--- src/hw/rtl/tat_pkg.sv ---
// Shared types, constants and the CORDIC angle table for the tilt angle block.
// Depends on nothing; every other file of the block imports it.
`default_nettype none

package tat_pkg;

    // Input sample and result widths.
    localparam int unsigned ACC_W   = 16;
    localparam int unsigned ANGLE_W = 15;
    localparam int unsigned SUM_W   = 2 * ACC_W;

    // Number of angle lanes: roll, pitch and elevation.
    localparam int unsigned LANES = 3;

    // Square root of the squares sum with eight fraction bits: one root bit per step.
    localparam int unsigned SQ_STEPS = (SUM_W + 16) / 2;
    localparam int unsigned RADIX_W  = SUM_W + 16;
    localparam int unsigned REM_W    = SQ_STEPS + 2;

    // CORDIC vectoring stages, at most the length of the angle table.
    localparam int unsigned CORDIC_STAGES = 16;
    localparam int unsigned CW            = 27;
    localparam int unsigned ZW            = 25;

    // Right angle in degrees scaled by 128.
    localparam int RIGHT_ANGLE = 11520;

    // Depth of the queue between front and back.
    localparam int unsigned QDEPTH = 4;
    localparam int unsigned QA_W   = $clog2(QDEPTH);
    localparam int unsigned QC_W   = $clog2(QDEPTH + 1);

    // One classified sample: the numerator and squares sum of each lane.
    typedef struct packed {
        logic [LANES-1:0][ACC_W-1:0] num;
        logic [LANES-1:0][SUM_W-1:0] sum;
    } t_job;

    // Queue status seen by the top level.
    typedef struct packed {
        logic full;
        logic empty;
    } t_qstat;

    // atan(2^-i) in degrees scaled by 2^16, rounded to nearest.
    function automatic logic signed [ZW-1:0] atan_q16(input int unsigned idx);
        logic signed [ZW-1:0] v;
        unique case (idx)
            0:       v = 25'sd2949120;
            1:       v = 25'sd1740967;
            2:       v = 25'sd919879;
            3:       v = 25'sd466945;
            4:       v = 25'sd234379;
            5:       v = 25'sd117304;
            6:       v = 25'sd58666;
            7:       v = 25'sd29335;
            8:       v = 25'sd14668;
            9:       v = 25'sd7334;
            10:      v = 25'sd3667;
            11:      v = 25'sd1833;
            12:      v = 25'sd917;
            13:      v = 25'sd458;
            14:      v = 25'sd229;
            15:      v = 25'sd115;
            16:      v = 25'sd57;
            17:      v = 25'sd29;
            18:      v = 25'sd14;
            19:      v = 25'sd7;
            20:      v = 25'sd4;
            21:      v = 25'sd2;
            22:      v = 25'sd1;
            default: v = 25'sd0;
        endcase
        return v;
    endfunction

endpackage

`default_nettype wire

--- src/hw/rtl/tat_front.sv ---
// Front end: takes a sample, forms each lane's numerator and squares sum.
// Depends on tat_pkg; feeds tat_fifo.
`default_nettype none

module tat_front (
    input  wire logic                         i_clk,
    input  wire logic                         i_rst_n,
    input  wire logic                         i_valid,
    output logic                              o_stall,
    input  wire logic signed [tat_pkg::ACC_W-1:0] i_accel_x,
    input  wire logic signed [tat_pkg::ACC_W-1:0] i_accel_y,
    input  wire logic signed [tat_pkg::ACC_W-1:0] i_accel_z,
    input  wire logic                         i_q_full,
    output logic                              o_push,
    output tat_pkg::t_job                     o_job
);
    import tat_pkg::*;

    logic                    r_fv;
    logic signed [ACC_W-1:0] r_x, r_y, r_z;
    logic        [SUM_W-1:0] sq_x, sq_y, sq_z;
    logic                    load;

    // The stage refills whenever its sample has moved on or it is empty.
    assign load    = !r_fv || !i_q_full;
    assign o_stall = !load;
    assign o_push  = r_fv && !i_q_full;

    always_ff @(posedge i_clk) begin
        if (!i_rst_n) begin
            r_fv <= 1'b0;
        end else if (load) begin
            r_fv <= i_valid;
        end
    end

    always_ff @(posedge i_clk) begin
        if (load && i_valid) begin
            r_x <= i_accel_x;
            r_y <= i_accel_y;
            r_z <= i_accel_z;
        end
    end

    // Squares are exact; the sum of two is at most 2^31.
    assign sq_x = SUM_W'(r_x * r_x);
    assign sq_y = SUM_W'(r_y * r_y);
    assign sq_z = SUM_W'(r_z * r_z);

    // Roll, pitch and elevation lanes.
    always_comb begin
        o_job.num[0] = r_y;
        o_job.sum[0] = sq_x + sq_z;
        o_job.num[1] = r_x;
        o_job.sum[1] = sq_y + sq_z;
        o_job.num[2] = r_z;
        o_job.sum[2] = sq_x + sq_y;
    end

endmodule

`default_nettype wire

--- config.mk ---
export PLATFORM = sky130hd
export DESIGN_NAME = tat_front
export DESIGN_NICKNAME = d
export VERILOG_FILES = /design/src/hw/rtl/tat_pkg.sv /design/src/hw/rtl/tat_front.sv
export SDC_FILE = /design/constraint.sdc
export NUM_CORES = 2
export LEC_CHECK = 0
export ABC_AREA = 1
export BUFFER_PORTS_ARGS = -buffer_cell sky130_fd_sc_hd__buf_2
export CAP_MARGIN = 20
export CORE_ASPECT_RATIO = 0.75
export CORE_MARGIN = 1.5
export CORE_UTILIZATION = 35
export CTS_BUF_LIST = sky130_fd_sc_hd__clkbuf_8
export CTS_CLUSTER_SIZE = 25
export DETAILED_ROUTE_END_ITERATION = 8
export HOLD_SLACK_MARGIN = 0.05
export PLACE_DENSITY = 0.56
export SYNTH_ARGS = -nofsm -noshare
export SYNTH_HDL_FRONTEND = slang
export SYNTH_SLANG_ARGS = --single-unit
--- constraint.sdc ---
create_clock -name i_clk -period 9.68 [get_ports i_clk]
set_input_delay 0.484 -clock i_clk [delete_from_list [all_inputs] [get_ports i_clk]]
set_output_delay 0.484 -clock i_clk [all_outputs]
set_load 0.01 [all_outputs]
### Word level (Yosys, flattened, before mapping)

Index checks and enable logic that the tools add are counted.

| cells by class | value |
|---|---|
| add/sub/neg operators | 3 |
| multipliers | 3 |
| div/mod/pow operators | 0 |
| order comparisons | 0 |
| equality and inequality tests | 0 |
| shift operators | 0 |
| multiplexer cells | 0 |
| bitwise gates (word level) | 0 |
| reductions and logical operators | 6 |

Operator list:

| cell | number |
|---|---|
| $add 32x32->32 | 3 |
| $mul 16x16->32 | 3 |
| $logic_not 1->1 | 3 |
| $logic_and 1x1->1 | 2 |
| $logic_or 1x1->1 | 1 |

| storage, ports and cells | value |
|---|---|
| flip-flop bits (word level) | 49 |
| bits in latches | 0 |
| memory bits (writable) | 0 |
| ROM bits | 0 |
| logic and storage cells | 16 |
| memories kept | 0 |

### Logic depth before layout (Yosys ltp)

| depth | value |
|---|---|
| word-level depth | 3 |
| depth in mapped cells | 38 |
| depth with buffers taken out | 37 |

### Worst setup path after synthesis

No wires, ideal clock.

| timing | value |
|---|---|
| path kind | reg-to-output |
| start point | register r_x[2] |
| end point | output o_job[29] in the netlist's numbering |
| arrival time | 6999 ps |
| path slack | 2197 ps |
| cell stages (with the launch flop) | 34 |
| path buffers | 2 |
| path through | edfxtp_1 clkbuf_1 clkbuf_1 nand2_1 fa_1 fa_1 fa_1 inv_1 fa_1 fa_1 inv_1 fa_1 inv_1 ha_1 nand2_1 inv_1 nand2_1 nand2_1 nand3b_2 nand2_1 nand2_1 a21oi_1 o21ai_0 xor2_1 ha_1 nand2_1 nor2_1 nand2_1 nor2_1 nand2_1 o211ai_1 nand3_1 o21ai_1 xor2_1 |

RTL lines:

| item | RTL line | RTL |
|---|---|---|
| start, declared | tat_front.sv:20 | `logic signed [ACC_W-1:0] r_x, r_y, r_z;` |
| start signal, assigned | tat_front.sv:39 | `r_x <= i_accel_x;` |
| end, declared | tat_front.sv:15 | `output tat_pkg::t_job o_job` |

==> tab_implementation.tex <==
\begin{tabular}{lr}
\hline
Metric & Value \\
\hline
\multicolumn{2}{l}{\textbf{Synthesis}} \\
Area leader, netlist & fa\_1 \\
Most instantiated cells after synthesis & inv\_1 (1305), nand2\_1 (900), fa\_1 (715) \\
Post-synth cell types & 46 \\
Proportion of netlist area held by the largest area contributor & between 40\% and 50\% \\
Number of instances in the synthesized netlist & 4328 \\
Synth top area cells & fa\_1 (42\%), inv\_1 (14\%), ha\_1 (13\%), nand2\_1 (9.8\%), edfxtp\_1 (4.2\%) \\
Synthesis warning total & 0 \\
Synth Cell Area & between 0.03 and 0.04 sq mm \\
Most instantiated flip-flop cell in the synthesis netlist & edfxtp\_1 \\
EDFF count, synth & 48 \\
Total of flip-flops plus latches after synthesis & 49 \\
Library cell with the highest instance count after synthesis & inv\_1 \\
Async set-reset flop share out of synthesis & 0\% \\
Sequential-to-total area share from yosys stat & 4.259\% \\
Avg Inst Size Synth & 7.928 sq um \\
Post-Synthesis Net Count & between 5000 and 6000 \\
\multicolumn{2}{l}{\textbf{Place}} \\
HPWL after DPL & 85.97 mm \\
Count of input and output buffers & 197 \\
Placer's final routability congestion estimate & 0.9591 \\
Placed Instance Area & 0.03677 sq mm \\
Dpl cells & 5767 \\
\multicolumn{2}{l}{\textbf{GRT}} \\
Global-route wire length before repair & 153.2 mm \\
Initial antenna violation count & 7 \\
Remaining Overflow, GRT & 0 \\
GRT Overall Usage & 20.09\% \\
Pin count of the biggest net entering global routing & 49 \\
Vias in the first global route & $\sim$27000 \\
\multicolumn{2}{l}{\textbf{Floorplan}} \\
IO Count & 198 \\
Die span in y & 274.2 um \\
Die footprint & roughly 0.1 sq mm \\
Initial cell density of the core & 35.29\% \\
Count of standard-cell rows & just under 100 \\
Placeable core region & 0.09724 sq mm \\
DIE WIDTH & about 360 um \\
\multicolumn{2}{l}{\textbf{Timing}} \\
Slew margin rel. & 37.16\% \\
Clock Skews & 18.50 ps \\
Upper clock frequency limit & 109.6 MHz \\
Setup repair after global routing missed its margin & false \\
Period minus WS final & 9122 ps \\
Number of hold-slack violations in the final timing report & 0 \\
Final setup violating endpoints & 0 \\
Slew at the pin with the worst max-slew slack & 942.6 ps \\
Pins over their slew limit & 0 \\
Sum of negative setup slack & 0 ps \\
Share of the cycle needed by the critical path after routing & between 90\% and 100\% \\
\multicolumn{2}{l}{\textbf{Critical path}} \\
Largest fanout on the critical path & 11 \\
Launch point of the worst reg-to-reg path & r\_fv\$\_SDFFE\_PN0N\_ \\
Most used cell along the critical path & fa\_1 \\
Critical path type & reg2out \\
CP peak stage delay & 630 ps \\
CP startpoint kind & flip-flop \\
Nature of the critical path endpoint & primary output \\
Data arrival time of the worst path & 8640 ps \\
Critical Path RT & 9200 ps \\
Setup slack of the worst register-to-register path & 8000 ps \\
Slowest cell on crit path & edfxtp\_1 \\
Start point of the critical path & r\_z[11]\$\_DFFE\_PP\_ \\
\multicolumn{2}{l}{\textbf{Final layout}} \\
Nets & $\sim$5600 \\
Post-route insts no fill & between 5000 and 6000 \\
Growth of design area from synthesis to finish & 8.208\% \\
Fraction of layout instances using a drive strength above 1 & under 10\% \\
Final std cell area, no fill & roughly 0.037 sq mm \\
\multicolumn{2}{l}{\textbf{Hold path}} \\
Launch point of the worst hold path & i\_accel\_x[13] \\
Hold crit path type & in2reg \\
\multicolumn{2}{l}{\textbf{Detailed routing}} \\
Number of design rule violations left after detail routing & 0 \\
Post-detailed-route via-to-cell ratio & 4.565 \\
Number of optimization iterations in the first detailed-route pass & 7 \\
Routed via count & 26490 \\
Antenna-violating nets left & 0 \\
Total Routed Length & 96.07 mm \\
Wire length per cell after detailed routing & 16.55 um \\
Initial drt markers & 1762 \\
\multicolumn{2}{l}{\textbf{Status}} \\
Outcome & finished clean \\
\multicolumn{2}{l}{\textbf{Job}} \\
Max-cap violations & 0 \\
\multicolumn{2}{l}{\textbf{CTS}} \\
Maximum number of buffers from clock root to sink & 2 \\
Clock latency at the later pin of the worst-skew pair & 430 ps \\
TritonCTS buffer count & 5 \\
Clock-pin slew reported for the worst setup and hold paths after clock tree synthesis & 150 ps \\
CTS Root Cell & clkbuf\_8 \\
Clock tree from TritonCTS & done \\
Number of levels the H-tree was split into & 2 \\
Total of cells resized after clock tree synthesis & 0 \\
Clock sinks & 49 \\
\hline
\end{tabular}
-- critical path, delay by kind of cell (launching register included) --
kind	cells	cell delay [ps]
AOI/OAI and AO/OA	3	510
xor gates and xnor gates	2	880
adders and majority gates	8	3720
buffers and inverters	6	650
DFF	1	630
and+or+nand+nor	13	1810
-- flip-flops by register name (all words and copies together), names as in the netlist --
signal and count:
r_y 16, r_fv 1, r_x 16, r_z 16
-- per-layer routing --
| metal | track usage [%] | wire length (um) |
|---|---|---|
| met4 | 3.454 | 1523 |
| met3 | 4.589 | 7299 |
| met2 | 29.00 | 39360 |
| met1 | 30.62 | 47890 |
| met5 | 0 | 0 |
-- logic make-up (layout without fill, tap and decap cells) --
logic type | after synthesis | count (layout) | share of synthesized area [%]
compound gates | 324 | 324 | 5.309
xor+xnor | 190 | 190 | 4.872
fa+ha+maj | 1066 | 1066 | 54.52
buf+inv | 1403 | 1564 | 15.35
flops | 49 | 49 | 4.259
other cells | 0 | 2 | 0
simple gates | 1296 | 1296 | 15.69
-- area by class of cell --
| type | count | area, sq um |
|---|---|---|
| Antenna cell | 2 | 5.005 |
| Clock buffer | 5 | 68.82 |
| Clock inverter | 3 | 46.29 |
| Fill cell | 10220 | 60110 |
| Inverter | 1309 | 4913 |
| Multi-Input combinational cell | 2876 | 27590 |
| Sequential cell | 49 | 1461 |
| Tap cell | 1313 | 1643 |
| Timing Repair Buffer | 247 | 1399 |
-- stage by stage --
stage	setup slack, ps	hold slack [ps]	util [%]
after CTS	500.1	172.6	37.93
after global placement	1178	491.8	37.81
after global routing	3.735	185.5	38.18
after floorplan	2197	462.9	-
final	558.1	208.3	38.18
after detailed placement	1071	494.4	37.81
-- final timing paths --
check / end / cells after the start
worst max register to register: r_z[2]$_DFFE_PP_ / 4
worst max-delay path: o_job[61] / 32
worst min-delay path: r_x[13]$_DFFE_PP_ / 1
worst min register to register: r_fv$_SDFFE_PN0N_ / 2
-- repair_timing --
item	4_1_cts	5_1_grt
hold buffers	0	0
setup buffers	0	27
endpoints found under the setup margin	0	5
hold endpoints to repair	0	0
-- placed cells by master (no fill, tap or decap), types with 48 or more instances in the layout --
| cell | netlist | layout |
|---|---|---|
| a21oi_1 | 178 | 178 |
| buf_2 | 0 | 197 |
| edfxtp_1 | 48 | 48 |
| fa_1 | 715 | 715 |
| ha_1 | 351 | 351 |
| inv_1 | 1305 | 1305 |
| nand2_1 | 900 | 900 |
| nand3_1 | 85 | 85 |
| nor2_1 | 176 | 175 |
| o21ai_0 | 57 | 57 |
| xnor2_1 | 74 | 74 |
| xor2_1 | 115 | 115 |
Power is left out: the tool's default activity adds up to more than one toggle a clock period on the data nets, which glitch-free logic cannot reach.
