### src/hw/rtl/tat_pkg.sv
// Shared types, constants and the CORDIC angle table for the tilt angle block.
// Depends on nothing; every other file of the block imports it.
`default_nettype none

package tat_pkg;

    // Input sample and result widths.
    localparam int unsigned ACC_W   = 16;
    localparam int unsigned ANGLE_W = 15;
    localparam int unsigned SUM_W   = 2 * ACC_W;

    // Number of angle lanes: roll, pitch and elevation.
    localparam int unsigned LANES = 3;

    // Square root of the squares sum with eight fraction bits: one root bit per step.
    localparam int unsigned SQ_STEPS = (SUM_W + 16) / 2;
    localparam int unsigned RADIX_W  = SUM_W + 16;
    localparam int unsigned REM_W    = SQ_STEPS + 2;

    // CORDIC vectoring stages, at most the length of the angle table.
    localparam int unsigned CORDIC_STAGES = 16;
    localparam int unsigned CW            = 27;
    localparam int unsigned ZW            = 25;

    // Right angle in degrees scaled by 128.
    localparam int RIGHT_ANGLE = 11520;

    // Depth of the queue between front and back.
    localparam int unsigned QDEPTH = 4;
    localparam int unsigned QA_W   = $clog2(QDEPTH);
    localparam int unsigned QC_W   = $clog2(QDEPTH + 1);

    // One classified sample: the numerator and squares sum of each lane.
    typedef struct packed {
        logic [LANES-1:0][ACC_W-1:0] num;
        logic [LANES-1:0][SUM_W-1:0] sum;
    } t_job;

    // Queue status seen by the top level.
    typedef struct packed {
        logic full;
        logic empty;
    } t_qstat;

    // atan(2^-i) in degrees scaled by 2^16, rounded to nearest.
    function automatic logic signed [ZW-1:0] atan_q16(input int unsigned idx);
        logic signed [ZW-1:0] v;
        unique case (idx)
            0:       v = 25'sd2949120;
            1:       v = 25'sd1740967;
            2:       v = 25'sd919879;
            3:       v = 25'sd466945;
            4:       v = 25'sd234379;
            5:       v = 25'sd117304;
            6:       v = 25'sd58666;
            7:       v = 25'sd29335;
            8:       v = 25'sd14668;
            9:       v = 25'sd7334;
            10:      v = 25'sd3667;
            11:      v = 25'sd1833;
            12:      v = 25'sd917;
            13:      v = 25'sd458;
            14:      v = 25'sd229;
            15:      v = 25'sd115;
            16:      v = 25'sd57;
            17:      v = 25'sd29;
            18:      v = 25'sd14;
            19:      v = 25'sd7;
            20:      v = 25'sd4;
            21:      v = 25'sd2;
            22:      v = 25'sd1;
            default: v = 25'sd0;
        endcase
        return v;
    endfunction

endpackage

`default_nettype wire

### src/hw/rtl/tat_fifo.sv
// Short flop-based queue between the front end and the arithmetic back end.
// Depends on tat_pkg for the job type and depth.
`default_nettype none

module tat_fifo (
    input  wire logic     i_clk,
    input  wire logic     i_rst_n,
    input  wire logic     i_push,
    input  tat_pkg::t_job i_job,
    input  wire logic     i_pop,
    output tat_pkg::t_job o_job,
    output tat_pkg::t_qstat o_stat
);
    import tat_pkg::*;

    t_job            r_mem [QDEPTH];
    logic [QA_W-1:0] r_wp, r_rp;
    logic [QC_W-1:0] r_cnt;
    logic            do_pop;

    assign o_stat.full  = (r_cnt == QC_W'(QDEPTH));
    assign o_stat.empty = (r_cnt == '0);
    assign do_pop       = i_pop && !o_stat.empty;
    assign o_job        = r_mem[r_rp];

    // Pointers and fill count.
    always_ff @(posedge i_clk) begin
        if (!i_rst_n) begin
            r_wp  <= '0;
            r_rp  <= '0;
            r_cnt <= '0;
        end else begin
            if (i_push) begin
                r_wp <= r_wp + 1'b1;
            end
            if (do_pop) begin
                r_rp <= r_rp + 1'b1;
            end
            if (i_push && !do_pop) begin
                r_cnt <= r_cnt + 1'b1;
            end else if (!i_push && do_pop) begin
                r_cnt <= r_cnt - 1'b1;
            end
        end
    end

    always_ff @(posedge i_clk) begin
        if (i_push) begin
            r_mem[r_wp] <= i_job;
        end
    end

endmodule

`default_nettype wire

### config.mk
export PLATFORM = sky130hd
export DESIGN_NAME = tat_fifo
export DESIGN_NICKNAME = d
export VERILOG_FILES = /design/src/hw/rtl/tat_pkg.sv /design/src/hw/rtl/tat_fifo.sv
export SDC_FILE = /design/constraint.sdc
export NUM_CORES = 1
export LEC_CHECK = 0
export CAP_MARGIN = 20
export CORE_MARGIN = 2
export CORE_UTILIZATION = 57
export DETAILED_ROUTE_END_ITERATION = 10
export DONT_BUFFER_PORTS = 1
export HOLD_SLACK_MARGIN = 0.12
export PLACE_DENSITY = 0.75
export RECOVER_POWER = 50
export REMOVE_ABC_BUFFERS = 1
export SETUP_SLACK_MARGIN = 0.1
export SLEW_MARGIN = 10
export SYNTH_ARGS = -nofsm -noshare
export SYNTH_HDL_FRONTEND = slang
export SYNTH_SLANG_ARGS = --single-unit
### constraint.sdc
create_clock -name i_clk -period 4.65 [get_ports i_clk]
set_input_delay 0.6975 -clock i_clk [delete_from_list [all_inputs] [get_ports i_clk]]
set_output_delay 0.6975 -clock i_clk [all_outputs]
set_load 0.02 [all_outputs]
After elaboration in Yosys (flattened, before gate mapping)
Memory sizes are Yosys's and may differ from the RTL's. A register that Yosys moved wholly into a read port is not among the register bits.
Cells that the tools add are included.
{ "totals": {"regBits": 7, "mem_bits_rw": 576, "input_bits": 148, "output_inout_bits": 146, "elab_cells": 23, "mem_count": 1} }
{ "memory_table": {"columns": ["name", "depth", "word_bits", "rd", "rd_ports_with_merged_regs", "wr", "line", "rtl"], "rows": [
  ["r_mem", 4, 144, 1, 1, 1, "tat_fifo.sv:16", "t_job r_mem [QDEPTH];"]
]} }
{ "op_classes": {"addsub": 4, "n_eq_ne": 1, "mux": 6, "reduce_logical": 8} }
{ "op_table": {"columns": ["op", "count"], "rows": [
  ["2-to-1 mux 3 bit", 2],
  ["adder 2 x 1 -> 2 bit (second input constant)", 2],
  ["2-to-1 mux 2 bit", 2],
  ["adder 3 x 1 -> 3 bit (second input constant)", 1],
  ["== test 3 bit (second input constant)", 1],
  ["logical AND 1 bit", 3],
  ["logical NOT 1 bit", 3],
  ["logical NOT 3 bit", 1],
  ["subtractor 3 x 1 -> 3 bit (second input constant)", 1],
  ["2-to-1 mux 1 bit", 2],
  ["nonzero test 2 bit", 1]
]} }

Depth between registers and ports, before layout
Gate-level depths: netlist of the first run.
{ "logic_depth": {"ltp_word": 6, "depth_mapped": 7, "depth_no_buf": 7} }

Worst setup path before layout of the first run
OpenSTA, ideal clock, no wires.
{ "synth_path": {"kind": "input port to flip-flop", "from": "input port i_push", "to": "memory r_mem[0][0] (netlist bit) (enable)", "setup_ns": 0.520, "arrival_time_ns": 3.987, "required_time_ns": 4.130, "path_slack_ns": 0.143, "cell_stages": 1, "path_buffers": 0, "path_cell_list": "and2_1"} }
{ "synth_between": {"elab_chain_cells": 2} }
{ "synth_lines": {"columns": ["element", "line", "rtl"], "rows": [
  ["start: declaration", "tat_fifo.sv:8", "input wire logic i_push,"],
  ["2-to-1 mux 1 bit", "tat_fifo.sv:48", "if (i_push) begin"],
  ["2-to-1 mux 1 bit (implied by the code)", "tat_fifo.sv:49", "r_mem[r_wp] <= i_job;"],
  ["end: declaration", "tat_fifo.sv:16", null]
]} }
Every way passes these cells.

Worst setup path after layout of the first run
{ "layout_path": {"from": "register r_wp[1]", "to": "memory r_mem[0][124] (netlist bit) (enable)"} }
{ "layout_rtl": {"columns": ["element", "line", "rtl"], "rows": [
  ["start: declaration", "tat_fifo.sv:17", "logic [QA_W-1:0] r_wp, r_rp;"],
  ["start signal: assignment", "tat_fifo.sv:34", "r_wp <= r_wp + 1'b1;"]
]} }
Straight into the memory's write port.

==> flow_summary_export.csv, run 1 <==
group,metric,value,unit
timing,fin_crit_sh,0.762,
power_and_ir_drop,ir_worst_vdd,0.531,mV
global_route,grt_pass1_vias,8806,
power_and_ir_drop,power_leakage,0.00718,uW
logic_synthesis,ys_ff_latch,585,
placement,finalWeightedCongestion,0.724,
cts,clkTransAtPathRegs,60,ps
route,final_antenna_net_count,0,
critical_path,start_kind,"flop",
layout,finalNetCount,988,
status,violations,"capacitance limit, slew limit",
layout,layout_common_cells,"edfxtp_1 (576), mux4_2 (144), clkbuf_16 (55), clkinv_2 (15), clkinv_1 (12)",
timing,max_slew_margin,-0.803,
logic_synthesis,avgSynthCellArea,26.7,sq um
layout,insertedDiodeCount,0,
timing,setup_viol,0,
route,dr.first_iter.drc_count,553,
route,drtPass1Iterations,5,
job,cap_violations,3,
critical_path,critPathKind,"flop to flop",
cts,htree_num_levels,2,
cts,cts_tree,"yes",
layout,layout_commonest_cell,"edfxtp_1",
floorplanning,num_io_pins,294,
layout,drive_above_1_share,0.272,
logic_synthesis,yosysUniqueCellTypes,23,
floorplanning,rows,70,
timing,finalMaxSlewViolations,105,
global_route,overflow,0,
route,vias,8317,
timing,hold_violations,0,
placement,hpwl,22800,microns
route,viasPerCell,6.18,
floorplanning,fp.dieH,197,microns
logic_synthesis,synth_cells,795,
route,wl,38300,microns
timing,fin_crit,3540,ps
critical_path,cp.required,4850,ps
floorplanning,start_util,0.579,
route,routedWlPerCell,28.5,microns
timing,max_freq,0.282,GHz
logic_synthesis,seq_area_frac_synth,0.824,
placement,dp.cells,1244,
floorplanning,die_area,38700,sq um
global_route,grt_use_total,0.199,
floorplanning,die_x,197,microns
timing,hold_ws,203,ps
global_route,grt_antenna_before_repair,0,
cts,cts_hold_buf,0,
logic_synthesis,yosys_warnings,0,
placement,port_buffers,0,
power_and_ir_drop,power.total,12900,uW
power_and_ir_drop,p_per_area,548,nW/um^2
cts,clockRootBuffer,"clkbuf_16",
timing,worstMarginPinSlew,2700,ps
cts,clk_path_buf_depth,3,
timing,rsz0062_at_grt,"false",
timing,final.setup.tns,0,ps
critical_path,cp_max_fo,94,
route,drc,0,
critical_path,cp-end-kind,"flop",
cts,cts-resized-gates,0,
layout,instances_no_fill,1346,
cts,insertion_delay,580,ps
global_route,grt_pass1_wl,56200,microns
timing,fin_worst_skew,16.6,ps
layout,area_growth,10.7,%
cts,cts_num_sinks,585,
global_route,grt_max_degree,95,
cts,cts_buffers,54,
status,outcome,"finished with violations",
worst_hold_path,hold_path_class,"input pin to flop",
critical_path,cp.arrival,3750,ps
floorplanning,core_region_area,36600,sq um
cts,cts_setup_buffers,0,
logic_synthesis,synth.cell_area,21200,sq um
## worst max-delay path: stages, from the launching register on
cell and delay, ps:
dfxtp_1 340, inv_1 100, ha_1 140, and2_1 1950
buf_12 440
## final timing paths
path / start / cells after the start / to / slack, ps
max: r_wp[1] / 4 / r_mem[0][124] / 1110
min: i_job[135] / 0 / r_mem[2][135] / 200
max reg2reg: r_wp[1] / 4 / r_mem[0][124] / 1110
min reg2reg: r_cnt[2] / 2 / r_cnt[2] / 560
## power by group
group,internal [uW],switching (uW),leakage (uW)
combinational,991,1460,0.000984
sequential,6090,220,0.00537
clock,2330,1780,0.000825
total,9410,3460,0.00718
## per-layer routing
layer | global-route usage | wire, microns | vias to the layer above | share of wire
met3 | 0.0816 | 4160 | 54 | 0.11
li1 | - | - | 3525 | -
met4 | 0.0621 | 767 | 0 | 0.020
met2 | 0.331 | 19700 | 340 | 0.51
met1 | 0.241 | 13700 | 4398 | 0.36
met5 | 0 | 0 | - | 0
## cell type report
type	instances	area, sq um
Sequential cell	585	17500
Fill cell	2291	13100
Multi-Input combinational cell	175	3510
Clock buffer	66	1420
Tap cell	468	586
Clock inverter	34	246
Timing Repair Buffer	15	215
Inverter	3	11.3
## registers in the layout, summed over array words and instances (netlist names), named ones only
signal and cells:
r_mem 576, r_rp 2, r_wp 2, r_cnt 3
## kinds of logic (layout without fill, tap and decap cells)
logic type	count (synthesis)	in the layout	share of synthesized area
compound gates	4	4	0.00136
xor+xnor	5	5	0.00207
fa+ha+maj	6	6	0.00390
buf+inv	35	118	0.0102
flops	585	585	0.824
mux	146	146	0.154
simple gates	14	14	0.00413
## synthesized netlist by cell type (all sizes together)
library cell	count	area share
o31ai	1	0.00035
nor2b	2	0.00059
o311ai	1	0.00041
edfxtp	576	0.82
ha	5	0.0030
o21ai	1	0.00024
mux2i	2	0.00094
buf	27	0.0087
mux4	144	0.15
a21boi	1	0.00035
fa	1	0.00094
clkbuf	5	0.00089
dfxtp	9	0.0085
and2	9	0.0027
or3	1	0.00030
inv	3	0.00053
nor3b	1	0.00035
xnor2	3	0.0012
nor3	1	0.00024
xor2	2	0.00083
## through the flow
stage / cell area (sq um) / util / worst slack [ps]
4_1_cts: 23400 / 0.640 / 1090
5_1_grt: 23500 / 0.641 / 905
2_1_floorplan: 21000 / - / -2780
3_3_place_gp: 21800 / 0.594 / 1820
3_5_place_dp: 21800 / 0.594 / 1760
6_report: 23500 / 0.641 / 1110
Power figures use the tool's default switching activity.
==> run 2, diff against run 1 <==
- clock period: 4.65 -> 3.1 ns (I/O delays scaled with it)
==> flow_summary_export.csv, run 2 (same netlist as run 1, synthesis figures left out) <==
group,metric,value,unit
timing,rsz0062_at_grt,"false",
route,wl,40300,microns
route,drtPass1Iterations,4,
floorplanning,die_area,38700,sq um
critical_path,path_cells,"buf_12 > mux4_2",
timing,finalMaxSlewViolations,107,
cts,cts_num_sinks,585,
route,viasPerCell,6.03,
critical_path,reg2reg_setup_slack,620,ps
layout,layout_common_cells,"edfxtp_1 (576), dlygate4sd3_1 (146), mux4_2 (144), clkbuf_16 (57), clkinv_1 (15)",
placement,finalWeightedCongestion,0.773,
power_and_ir_drop,p_per_area,792,nW/um^2
critical_path,worstRegToRegCells,3,
route,dr.first_iter.drc_count,573,
global_route,grt_max_degree,107,
layout,layout_commonest_cell,"edfxtp_1",
timing,worstMarginPinSlew,1750,ps
cts,cts-resized-gates,0,
critical_path,r2r_start,"r_wp[0]",
critical_path,critical-path-top-delay-family,"multiplexers",
critical_path,cp_slowest_stage_delay,660,ps
placement,dp.cells,1245,
power_and_ir_drop,power.total,19800,uW
placement,port_buffers,0,
cts,clockRootBuffer,"clkbuf_16",
critical_path,cp.required,2630,ps
critical_path,cp_max_fo,46,
timing,hold_violations,0,
placement,dp_slack,930,ps
floorplanning,rows,70,
cts,clkTransAtPathRegs,60,ps
critical_path,r2r_end,"r_mem[1][6]",
timing,max_slew_margin,-0.167,
layout,drive_above_1_share,0.233,
cts,clk_path_buf_depth,3,
layout,regMostFlops,"r_mem",
global_route,grt_pass1_vias,9620,
job,cap_violations,1,
cts,insertion_delay,590,ps
critical_path,cp-end-kind,"output port",
timing,fin_crit_sh,0.876,
route,vias,8999,
route,routedWlPerCell,27.0,microns
floorplanning,core_region_area,36600,sq um
placement,hpwl,22900,microns
worst_hold_path,hold_path_class,"input pin to flop",
floorplanning,num_io_pins,294,
layout,largest_reg_flops,576,
cts,cts_buffers,54,
status,violations,"capacitance limit, slew limit",
timing,max_freq,0.368,GHz
timing,hold_ws,244,ps
critical_path,start_kind,"flop",
critical_path,cp.arrival,2250,ps
layout,area_growth,18.1,%
route,drc,0,
critical_path,cp_num_buf_inv,1,
power_and_ir_drop,power_leakage,0.00782,uW
worst_hold_path,hold_start,"i_pop",
global_route,grt_antenna_before_repair,4,
timing,fin_crit,2710,ps
critical_path,critPathKind,"flop to output port",
cts,htree_num_levels,2,
layout,top_regs,"r_mem x576, r_cnt x3",
power_and_ir_drop,ir_worst_vdd,0.602,mV
timing,final.setup.worst_slack,386,ps
floorplanning,die_x,197,microns
cts,cts_tree,"yes",
timing,fin_worst_skew,8.84,ps
status,outcome,"finished with violations",
global_route,overflow,0,
global_route,grt_pass1_wl,60000,microns
floorplanning,start_util,0.579,
layout,instances_no_fill,1492,
layout,finalNetCount,1133,
worst_hold_path,whs_path_depth,3,
timing,setup_viol,0,
route,final_antenna_net_count,0,
global_route,grt_use_total,0.211,
critical_path,crit_slowest_cell,"mux4_2",
floorplanning,fp.dieH,197,microns
run 2: changes by cell type in the layout (fill, tap and decap cells not counted), moves of 3 or more:
cell / before / now
clkinv_1: 12 / 15
dlygate4sd3_1: 0 / 146
buf_12: 5 / 11
buf_4: 8 / 2
clkinv_2: 15 / 12
run 2: final cells by class:
| cell class | count | area (sq um) |
|---|---|---|
| Sequential cell | 585 | 17500 |
| Fill cell | 2142 | 11600 |
| Multi-Input combinational cell | 175 | 3510 |
| Timing Repair Buffer | 160 | 1700 |
| Clock buffer | 66 | 1460 |
| Tap cell | 468 | 586 |
| Clock inverter | 33 | 275 |
| Inverter | 3 | 11.3 |
| Antenna cell | 2 | 5.00 |
run 2: worst max-delay path by stage:
stage | from | to | slack (ps) | cells past startpoint
2_1_floorplan | flop | o_job[0] | -4100 | 1
3_3_place_gp | flop | o_job[103] | 960 | 2
3_5_place_dp | flop | o_job[117] | 930 | 2
4_1_cts | flop | o_job[117] | 290 | 2
5_1_grt | flop | o_job[135] | 230 | 2
6_report | flop | o_job[69] | 390 | 2
run 2: worst register-to-register path: cells and delay by family (launching register included):
family	cells	cell delay, ps
buf+inv	1	1290
flops	1	400
fa+ha+maj	1	160
simple gates	1	140
run 2: timing repair:
action                                 CTS  global route
buffers inserted                         0             0
endpoints found under the hold margin  585             0
hold buffers                           146             0
run 2: metal layers:
layer,vias up,share of wire,track usage
li1,3828,-,-
met1,4695,0.37,0.263
met2,389,0.51,0.355
met3,83,0.088,0.0645
met4,4,0.030,0.0791
met5,-,0.00067,0
run 2: where the power goes:
part,switching [uW],internal (uW)
combinational,2460,1640
sequential,200,9120
clock,2670,3740
run 2: metrics by stage:
| stage | TNS, ps | instance area (sq um) | util |
|---|---|---|---|
| after global routing | 0 | 25000 | 0.684 |
| after global placement | 0 | 21900 | 0.597 |
| after floorplan | -1308850 | 21000 | - |
| after detailed placement | 0 | 21900 | 0.597 |
| final | 0 | 25000 | 0.684 |
| after CTS | 0 | 25000 | 0.684 |
